File: src/rtl/skf_pkg.sv
// shared constants and types for the scalar kalman filter core
package skf_pkg;

  localparam int DW    = 32;
  localparam int GW    = 16;
  localparam int CNT_W = $clog2(GW);
  localparam int IDX_W = 2;

  localparam logic [IDX_W-1:0] CFG_PROCESS_NOISE      = 2'd0;
  localparam logic [IDX_W-1:0] CFG_MEASUREMENT_NOISE  = 2'd1;
  localparam logic [IDX_W-1:0] CFG_INITIAL_ESTIMATE   = 2'd2;
  localparam logic [IDX_W-1:0] CFG_INITIAL_COVARIANCE = 2'd3;

  localparam logic [DW-1:0] RST_PROCESS_NOISE      = 32'd655;
  localparam logic [DW-1:0] RST_MEASUREMENT_NOISE  = 32'd65536;
  localparam logic [DW-1:0] RST_INITIAL_ESTIMATE   = 32'd0;
  localparam logic [DW-1:0] RST_INITIAL_COVARIANCE = 32'd65536000;

  localparam logic OP_UPDATE  = 1'b0;
  localparam logic OP_RESTART = 1'b1;

  typedef enum logic [6:0] {
    S_IDLE  = 7'b0000001,
    S_PRED  = 7'b0000010,
    S_START = 7'b0000100,
    S_DIV   = 7'b0001000,
    S_MULX  = 7'b0010000,
    S_MULP  = 7'b0100000,
    S_WB    = 7'b1000000
  } skf_state_t;

endpackage

File: src/rtl/skf_div.sv
// iterative restoring divider producing a fractional gain quotient
module skf_div import skf_pkg::*; (
  input  logic          clk,
  input  logic          rst_n,
  input  logic          start,
  input  logic [DW-1:0] dividend,
  input  logic [DW:0]   divisor,
  output logic          done,
  output logic [GW-1:0] quotient
);

  logic [DW:0]    rem_r, rem_nxt;
  logic [DW:0]    den_r;
  logic [GW-1:0]  quo_r, quo_nxt;
  logic [CNT_W-1:0] cnt_r;
  logic           busy_r;
  logic           done_r;
  logic [DW+1:0]  shifted;
  logic [DW+1:0]  diff;
  logic           ge;

  always_comb begin
    shifted = {rem_r, 1'b0};
    ge      = shifted >= {1'b0, den_r};
    diff    = shifted - {1'b0, den_r};
    rem_nxt = ge ? diff[DW:0] : shifted[DW:0];
    quo_nxt = {quo_r[GW-2:0], ge};
  end

  always_ff @(posedge clk) begin
    if (!rst_n) begin
      busy_r <= 1'b0;
      done_r <= 1'b0;
      cnt_r  <= '0;
    end else begin
      done_r <= 1'b0;
      if (start) begin
        busy_r <= 1'b1;
        cnt_r  <= '0;
      end else if (busy_r) begin
        cnt_r <= cnt_r + 1'b1;
        if (cnt_r == CNT_W'(GW - 1)) begin
          busy_r <= 1'b0;
          done_r <= 1'b1;
        end
      end
    end
  end

  always_ff @(posedge clk) begin
    if (start) begin
      rem_r <= {1'b0, dividend};
      den_r <= divisor;
      quo_r <= '0;
    end else if (busy_r) begin
      rem_r <= rem_nxt;
      quo_r <= quo_nxt;
    end
  end

  assign done     = done_r;
  assign quotient = quo_r;

  a_start_idle: assert property (@(posedge clk) disable iff (!rst_n)
    start |-> !busy_r)
    else $error("divider started while busy");

  a_done_after_busy: assert property (@(posedge clk) disable iff (!rst_n)
    done |-> !busy_r && $past(busy_r))
    else $error("divider done without a finished pass");

  a_rem_below_den: assert property (@(posedge clk) disable iff (!rst_n)
    busy_r |-> rem_r < den_r)
    else $error("divider remainder not below divisor");

endmodule

File: src/rtl/scalar_kalman_filter_core.sv
// scalar kalman filter core: sequencer, state, shared multiplier and output register
//
// One request is taken at a time. An update request runs from acceptance to
// the result register through a covariance prediction step, a setup step,
// the one-bit-per-cycle restoring divider that forms the gain (16 quotient
// steps and a done step), two passes through the shared 18x34 signed
// multiplier (estimate correction, then covariance scaling), a covariance
// write-back step and the hand-over into the output register. A restart
// request reloads the configured initial estimate and covariance and is
// handed to the result register with a gain of zero. A finished result waits
// in the output register until taken; the next request is accepted in the
// cycle after the sequencer has handed its result over. Configuration
// writes take effect on the next request only if made while the core is
// idle; the block itself does not enforce this.
module scalar_kalman_filter_core import skf_pkg::*; (
  input  logic             clk,
  input  logic             rst_n,
  input  logic             in_valid,
  output logic             in_ready,
  input  logic             in_opcode,
  input  logic signed [DW-1:0] in_measurement,
  output logic             out_valid,
  input  logic             out_ready,
  output logic signed [DW-1:0] out_estimate,
  output logic [GW-1:0]    out_gain,
  output logic [DW-1:0]    out_covariance,
  input  logic             cfg_we,
  input  logic [IDX_W-1:0] cfg_index,
  input  logic [DW-1:0]    cfg_wdata
);

  skf_state_t state_r, state_nxt;

  logic [DW-1:0] q_r, r_r, x0_r, p0_r;
  logic [DW-1:0] est_r, est_nxt;
  logic [DW-1:0] cov_r, cov_nxt;
  logic [DW-1:0] meas_r;
  logic [DW-1:0] ppred_r;
  logic [DW:0]   innov_r;
  logic [GW-1:0] gain_r;
  logic          restart_r;
  logic          pend_r;
  logic          out_valid_r;
  logic [DW-1:0] out_est_r, out_cov_r;
  logic [GW-1:0] out_gain_r;

  logic [DW:0]   pred_sum;
  logic [DW-1:0] ppred_nxt;
  logic [DW:0]   innov_nxt;
  logic [DW-1:0] r_eff;
  logic [DW:0]   den;
  logic          div_start;
  logic          div_done;
  logic [GW-1:0] div_quo;

  logic signed [GW+1:0]    mul_a;
  logic signed [DW+1:0]    mul_b;
  logic signed [GW+DW+3:0] prod_r;
  logic [GW+1:0]           one_minus_k;
  logic signed [DW+2:0]    est_sum;
  logic [DW+2:0]           delta;

  logic in_fire;
  logic out_free;

  assign in_fire  = in_valid && in_ready;
  assign out_free = !out_valid_r || out_ready;
  assign in_ready = (state_r == S_IDLE) && !pend_r;

  // prediction and innovation
  always_comb begin
    pred_sum  = {1'b0, cov_r} + {1'b0, q_r};
    ppred_nxt = pred_sum[DW] ? '1 : pred_sum[DW-1:0];
    innov_nxt = {meas_r[DW-1], meas_r} - {est_r[DW-1], est_r};
    r_eff     = (r_r == '0) ? DW'(1) : r_r;
    den       = {1'b0, ppred_r} + {1'b0, r_eff};
  end

  assign div_start = (state_r == S_START);

  skf_div u_div (
    .clk      (clk),
    .rst_n    (rst_n),
    .start    (div_start),
    .dividend (ppred_r),
    .divisor  (den),
    .done     (div_done),
    .quotient (div_quo)
  );

  // shared multiplier operands
  always_comb begin
    one_minus_k = (GW+2)'(1 << GW) - {2'b00, gain_r};
    if (state_r == S_MULP) begin
      mul_a = signed'(one_minus_k);
      mul_b = signed'({2'b00, ppred_r});
    end else begin
      mul_a = signed'({2'b00, gain_r});
      mul_b = signed'({innov_r[DW], innov_r});
    end
  end

  // estimate correction with saturation and covariance result
  always_comb begin
    delta   = prod_r[GW+DW+2:GW];
    est_sum = signed'({{3{est_r[DW-1]}}, est_r} + delta);
    if (est_sum[DW+2:DW-1] == '0 || est_sum[DW+2:DW-1] == '1) begin
      est_nxt = est_sum[DW-1:0];
    end else begin
      est_nxt = {est_sum[DW+2], {(DW-1){!est_sum[DW+2]}}};
    end
    cov_nxt = prod_r[GW+DW-1:GW];
  end

  always_comb begin
    state_nxt = state_r;
    unique case (state_r)
      S_IDLE: begin
        if (in_fire && in_opcode == OP_UPDATE) begin
          state_nxt = S_PRED;
        end
      end
      S_PRED:  state_nxt = S_START;
      S_START: state_nxt = S_DIV;
      S_DIV: begin
        if (div_done) begin
          state_nxt = S_MULX;
        end
      end
      S_MULX:  state_nxt = S_MULP;
      S_MULP:  state_nxt = S_WB;
      S_WB:    state_nxt = S_IDLE;
      default: state_nxt = S_IDLE;
    endcase
  end

  always_ff @(posedge clk) begin
    if (!rst_n) begin
      state_r     <= S_IDLE;
      pend_r      <= 1'b0;
      out_valid_r <= 1'b0;
      restart_r   <= 1'b0;
      q_r         <= RST_PROCESS_NOISE;
      r_r         <= RST_MEASUREMENT_NOISE;
      x0_r        <= RST_INITIAL_ESTIMATE;
      p0_r        <= RST_INITIAL_COVARIANCE;
      est_r       <= RST_INITIAL_ESTIMATE;
      cov_r       <= RST_INITIAL_COVARIANCE;
    end else begin
      state_r <= state_nxt;
      if (cfg_we) begin
        unique case (cfg_index)
          CFG_PROCESS_NOISE:      q_r  <= cfg_wdata;
          CFG_MEASUREMENT_NOISE:  r_r  <= cfg_wdata;
          CFG_INITIAL_ESTIMATE:   x0_r <= cfg_wdata;
          CFG_INITIAL_COVARIANCE: p0_r <= cfg_wdata;
          default: ;
        endcase
      end
      // restart
      if (in_fire && in_opcode == OP_RESTART) begin
        est_r     <= x0_r;
        cov_r     <= p0_r;
        restart_r <= 1'b1;
        pend_r    <= 1'b1;
      end
      if (state_r == S_MULP) begin
        est_r <= est_nxt;
      end
      if (state_r == S_WB) begin
        cov_r     <= cov_nxt;
        restart_r <= 1'b0;
        pend_r    <= 1'b1;
      end
      // hand result to output register
      if (pend_r && out_free) begin
        pend_r      <= 1'b0;
        out_valid_r <= 1'b1;
      end else if (out_ready) begin
        out_valid_r <= 1'b0;
      end
    end
  end

  always_ff @(posedge clk) begin
    if (in_fire) begin
      meas_r <= in_measurement;
    end
    if (state_r == S_PRED) begin
      ppred_r <= ppred_nxt;
      innov_r <= innov_nxt;
    end
    if (div_done) begin
      gain_r <= div_quo;
    end
    if (state_r == S_MULX || state_r == S_MULP) begin
      prod_r <= mul_a * mul_b;
    end
    if (pend_r && out_free) begin
      out_est_r  <= est_r;
      out_cov_r  <= cov_r;
      out_gain_r <= restart_r ? '0 : gain_r;
    end
  end

  assign out_valid      = out_valid_r;
  assign out_estimate   = signed'(out_est_r);
  assign out_gain       = out_gain_r;
  assign out_covariance = out_cov_r;

  a_ready_only_idle: assert property (@(posedge clk) disable iff (!rst_n)
    in_ready |-> state_r == S_IDLE && !pend_r)
    else $error("request accepted while busy");

  a_div_done_in_div: assert property (@(posedge clk) disable iff (!rst_n)
    div_done |-> state_r == S_DIV)
    else $error("divider finished outside divide phase");

  a_pred_not_below: assert property (@(posedge clk) disable iff (!rst_n)
    state_r == S_START |-> ppred_r >= cov_r)
    else $error("predicted covariance below prior covariance");

  a_restart_zero_gain: assert property (@(posedge clk) disable iff (!rst_n)
    pend_r && out_free && restart_r |=> out_gain == '0)
    else $error("restart result carries nonzero gain");

endmodule

File: config.mk
export PLATFORM = sky130hd
export DESIGN_NAME = scalar_kalman_filter_core
export DESIGN_NICKNAME = d
export VERILOG_FILES = /design/src/rtl/skf_pkg.sv /design/src/rtl/skf_div.sv /design/src/rtl/scalar_kalman_filter_core.sv
export SDC_FILE = /design/constraint.sdc
export NUM_CORES = 2
export LEC_CHECK = 0
export ABC_AREA = 1
export BUFFER_PORTS_ARGS = -buffer_cell sky130_fd_sc_hd__buf_2
export CORE_ASPECT_RATIO = 1.25
export CORE_MARGIN = 10
export CORE_UTILIZATION = 45
export CTS_CLUSTER_DIAMETER = 200
export DETAILED_ROUTE_END_ITERATION = 16
export GPL_ROUTABILITY_DRIVEN = 1
export PLACE_DENSITY_LB_ADDON = 0.15
export REMOVE_ABC_BUFFERS = 1
export SYNTH_ARGS = -nofsm -noshare
export SYNTH_HDL_FRONTEND = slang
export SYNTH_SLANG_ARGS = --single-unit
File: constraint.sdc
create_clock -name clk -period 14.37 [get_ports clk]
set_input_delay 2.1555 -clock clk [delete_from_list [all_inputs] [get_ports clk]]
set_output_delay 2.1555 -clock clk [all_outputs]
set_load 0.05 [all_outputs]
* Word level (Yosys, flattened, before mapping)
Index checks and enable logic that the tools add are counted.
Operators by class: add/sub/neg operators 7, multiply operators 1, magnitude comparators 1, equal/unequal tests 14, multiplexer cells 22, bitwise gates (word level) 3, reduce and logical (&&, ||, !) cells 27
Operator list (number):
- $mux W32 | 8
- $add A32 B32 Y33 | 2
- $mul A18 B34 Y51 | 1
- $pmux W7 S6 | 1
- $add A35 B35 Y35 | 1
- $ge A34 B33 Y1 | 1
- $mux W34 | 1
- $mux W33 | 1
- $sub A32 B32 Y33 | 1
- $sub A33 B33 Y33 | 1
- $logic_not A32 Y1 | 1
- $mux W18 | 1
- $sub A17 B16 Y18 const A | 1
- $mux W7 | 2
- $reduce_and A2 Y1 | 5
- $eq A4 B4 Y1 const B | 2
- $mux W1 | 8
- $reduce_bool A2 Y1 | 4
- $eq A7 B1 Y1 const B | 1
- $eq A7 B2 Y1 const B | 1
- $eq A7 B3 Y1 const B | 1
- $eq A7 B4 Y1 const B | 1
- $eq A7 B5 Y1 const B | 1
- $eq A7 B6 Y1 const B | 1
- 13 further kinds | 27
Word-level totals: bits in registers 534, bits of input ports 72, output and inout port bits 82

* Logic depth before layout (Yosys ltp)
depth after elaboration 6, gate-level depth with buffers 38, gate-level depth less buffers 37

* By module
From an unflattened synthesis, not the netlist that was laid out.
Second synthesis, totals: cells, all modules 6141, area, all modules 48919.4 um^2
Modules (own cells, without submodules):
- scalar_kalman_filter_core | times used 1, cells an instance 5178, area an instance 42354.4 um^2, seq. area each 10890.4 um^2
- skf_div | times used 1, cells an instance 963, area an instance 6565.0 um^2, seq. area each 2412.3 um^2

* Least setup slack after synthesis
Ideal clock, no wire load.
path type reg-to-reg, start reg state_r[6], end reg state_r[0], library setup time 0.134 ns, data arrival time 7.515 ns, required time 14.236 ns, setup slack 6.721 ns, cell stages (with the launch flop) 7, buffers on the path 0, path through dfxtp_1 -> nor3_2 -> inv_1 -> nor4_1 -> inv_1 -> nand3_1 -> nand3_1
Between the ends: cells in the longest elaborated chain, start to end 6
RTL lines:
- start: declaration | line scalar_kalman_filter_core.sv:32 | skf_state_t state_r, state_nxt;
- start signal: assignment | line scalar_kalman_filter_core.sv:150 | state_r <= state_nxt;
- $eq A7 B1 Y1 | line scalar_kalman_filter_core.sv:68, scalar_kalman_filter_core.sv:117
- $logic_and A1 B1 Y1 | line scalar_kalman_filter_core.sv:68 | assign in_ready = (state_r == S_IDLE) && !pend_r;
- $logic_and A1 B1 Y1 | line scalar_kalman_filter_core.sv:66 | assign in_fire = in_valid && in_ready;
- $logic_and A1 B1 Y1 | line scalar_kalman_filter_core.sv:119 | if (in_fire && in_opcode == OP_UPDATE) begin
- $ne A2 B1 Y1 (no source line)
- $reduce_and A2 Y1 (no source line)
Parallel ways exist; a longest one is shown, timed or not. A chain may end at the register's enable or synchronous reset.

* Worst setup path in the final report
start reg state_r[2], end reg prod_r[44] (data pin)
Between the ends: cells in the longest elaborated chain, start to end 3
RTL lines:
- $eq A7 B6 Y1 (*) | line scalar_kalman_filter_core.sv:94 | if (state_r == S_MULP) begin
- $mux W18 or $mux W34 (tied branches) | line scalar_kalman_filter_core.sv:94
- $mul A18 B34 Y51 (*) | line scalar_kalman_filter_core.sv:197 | prod_r <= mul_a * mul_b;
- end signal: assignment | line scalar_kalman_filter_core.sv:197
- end: declaration | line scalar_kalman_filter_core.sv:58 | logic signed [GW+DW+3:0] prod_r;
Every way passes the cells marked *; elsewhere a longest branch is shown, timed or not.

==> impl_metrics.tcl <==
set metrics [dict create \
    fp.dieH_um 386 \
    r2r_slack_ps 5590 \
    die_w_um 313 \
    area_growth_pct 8.28 \
    grt_use_total_pct 26.9 \
    num_io_pins 154 \
    cp-end-kind "flop" \
    ctsHoldBuffers 0 \
    synth_area_um2 48200 \
    synthTopCellsByArea "fa_1 22%, edfxtp_1 18%, dfxtp_1 9.3%" \
    nNetsFinal 6837 \
    portBuffers 153 \
    ant_nets 0 \
    cp-start-kind "flop" \
    rsz0062_at_grt "false" \
    synth_top_area_share_pct 22.4 \
    max_slew.worst_pin.slew_ps 1370 \
    p_leak_nw 24.9 \
    hold_viol 0 \
    mostFrequentLayoutCell "nand2_1" \
    use_met2_pct 47.3 \
    reg2regPathDepth 31 \
    clk_pin_slew_worst_paths_ps 60 \
    met3_usage_pct 3.55 \
    maxCapViolCount 0 \
    avgSynthCellArea_um2 8.20 \
    cts-root-buf "clkbuf_16" \
    place_congestion 0.973 \
    min_period_over_period_pct 61.1 \
    hold_start "u_div.quotient[4]" \
    viasPerCell 5.35 \
    drt_iter0_drc 3175 \
    cts_max_level 2 \
    finalWirelength_um 164000 \
    timing.rr.start "state_r[2]" \
    gr-usage-met1_pct 32.7 \
    outcome "completed" \
    slowest_delay_ps 670 \
    drv_slew 0 \
    finalSetupTns_ps 0 \
    syn_inst 5878 \
    r2r-end "prod_r[44]" \
    hold_depth 0 \
    worst_hold_path.endpoint "gain_r[4]" \
    fin_skew_ps 69.3 \
    grt-busiest-layer "met2" \
    critPathKind "flop to flop" \
    drt-pass1-iter-count 6 \
    ir_drop_v 0.000254 \
    grt_antenna_before_repair 2 \
    vias 39700 \
    numClockSinks 518 \
    critPathSlowestCell "xor2_2" \
    dp_hpwl_um 133000 \
    layout_common_cells "1,192 x nand2_1, 1,137 x inv_1, 615 x nor2_1" \
    rows 134 \
    powerDensity_nw_per_um2 194 \
    max-slew-margin-rel_pct 7.79 \
    cp.arrival_ps 9160 \
    grt_overflow 0 \
    crit_fanout 62 \
    ys.flop_type "edfxtp_1" \
    async_flop_share_pct 0 \
    max_freq_ghz 0.114 \
    setup-violations-final 0 \
    synth_cell_type_count 62 \
    insertion_delay_ps 690 \
    yosys.area.top_type "fa_1" \
    ys_seq_area_share_pct 27.6 \
    avgRoutedWirePerCell_um 22.1 \
    fin_crit_ps 8780 \
    synth_edf_count 293 \
    coreArea_um2 107000 \
    tritoncts "done" \
    yosys_register_bits 518 \
    cts_buffer_depth 3 \
    start_util_pct 45.2 \
    cts_resized 0 \
    die_area_um2 121000 \
    yosysWarnings 0 \
    crit_required_ps 14750 \
    grt_max_degree 84 \
    cp_common_cell "fa_1" \
    n_fill_cell 10600 \
    layout-drive-gt1-share_pct 7.24 \
    grt_pass1_vias 40500 \
    hold_class "flop to flop" \
    cts_buffers 58 \
    grt_pass1_wl_um 246000 \
    p_total_mw 10.1 \
    cts_setup_buffers 0 \
    drc 0 \
]
-- cell families (layout without fill, tap and decap cells) --
kind of cell             count (synthesis)  in the layout  share of synthesized area, %
adder cells (fa/ha/maj)                821            821                          29.7
XOR/XNOR                               186            186                          3.41
AO/OA/AOI/OAI                          828            828                          9.85
AND/OR/NAND/NOR                       2159           2159                          18.2
buffers and inverters                 1364           1480                          11.2
flip-flops                             518            518                          27.6
other                                    2              3                        0.0156
-- worst max-delay path by stage --
stage / endpoint / startpoint / cells past startpoint / slack, ps
5_1_grt: prod_r[36] / state_r[2] / 31 / 5100
2_1_floorplan: prod_r[36] / state_r[2] / 30 / 6340
4_1_cts: prod_r[44] / state_r[2] / 31 / 5690
3_3_place_gp: prod_r[44] / state_r[2] / 31 / 5730
3_5_place_dp: prod_r[44] / state_r[2] / 31 / 5720
6_report: prod_r[44] / state_r[2] / 31 / 5590
-- per-layer routing --
layer | vias to the layer above | wire, µm
met5 | - | 0
met4 | 0 | 8260
met3 | 333 | 9910
met2 | 1345 | 81100
met1 | 19600 | 64900
li1 | 18500 | -
-- critical path: cells and delay by family, from the launching register on --
kind | cells | cell delay [ps]
AOI/OAI and AO/OA | 6 | 1580
xor gates and xnor gates | 2 | 800
adders and majority gates | 7 | 3300
buffers and inverters | 9 | 1610
DFF | 1 | 320
and+or+nand+nor | 7 | 860
-- synthesized netlist by cell type (3+ instances only) --
| cell type | count |
|---|---|
| a21o_1 | 18 |
| nand2_4 | 3 |
| o21ai_0 | 281 |
| ha_1 | 282 |
| nor3_2 | 3 |
| o22ai_1 | 45 |
| dfxtp_1 | 225 |
| a21boi_1 | 3 |
| nand3b_1 | 9 |
| o21a_1 | 20 |
| a21boi_0 | 7 |
| xnor2_1 | 75 |
| a31oi_1 | 48 |
| inv_2 | 15 |
| buf_8 | 3 |
| nand2_1 | 1194 |
| nor4_1 | 27 |
| buf_1 | 7 |
| nand3_1 | 196 |
| nand4_1 | 16 |
| inv_1 | 1138 |
| a21oi_2 | 36 |
| buf_6 | 14 |
| buf_4 | 14 |
| edfxtp_1 | 293 |
| xor2_1 | 109 |
| fa_1 | 539 |
| nand3_2 | 16 |
| and2_1 | 5 |
| buf_2 | 59 |
| nor3_1 | 42 |
| nand2_2 | 19 |
| clkbuf_1 | 112 |
| o211ai_1 | 21 |
| or2_2 | 4 |
| o21bai_1 | 26 |
| o21ai_2 | 8 |
| a21oi_1 | 285 |
| nor2_1 | 617 |
| o21ai_1 | 15 |
-- registers in the layout, indices dropped and copies added (netlist names), 4 cells and up --
register        flops
r_r                32
u_div.den_r        33
cov_r              32
out_gain           16
prod_r             35
est_r              32
out_covariance     32
innov_r            33
p0_r               32
u_div.cnt_r         4
meas_r             32
gain_r             16
x0_r               32
ppred_r            32
state_r             7
q_r                32
out_estimate       32
u_div.quotient     16
u_div.rem_r        33
-- per-stage QoR --
step	hold WS [ps]	setup slack (ps)	cells	utilization, %	area (µm²)
after floorplan	408	6340	5668	-	47100
after global placement	413	5730	7312	47.1	50200
after detailed placement	415	5720	7312	47.1	50200
after CTS	428	5690	7422	48.9	52200
after global routing	440	5100	7422	48.9	52200
final	427	5590	7423	48.9	52200
-- cell type report --
class | instances | area [µm²] | area share, %
diodes | 1 | 2.50 | 0.00480
multi-input cells | 3996 | 29600 | 56.6
inverters | 1154 | 4330 | 8.31
repair buffers | 216 | 1240 | 2.38
clock buffers | 68 | 1500 | 2.87
flip-flops and latches | 518 | 13300 | 25.5
well taps | 1428 | 1790 | 3.42
clock inverters | 42 | 452 | 0.866
-- report_power, final --
| part | switching [mW] | internal, mW |
|---|---|---|
| combinational | 4.21 | 2.21 |
| clock | 0.665 | 0.877 |
| sequential | 0.120 | 2.03 |
| total | 5.00 | 5.11 |
Power figures use the tool's default switching activity.
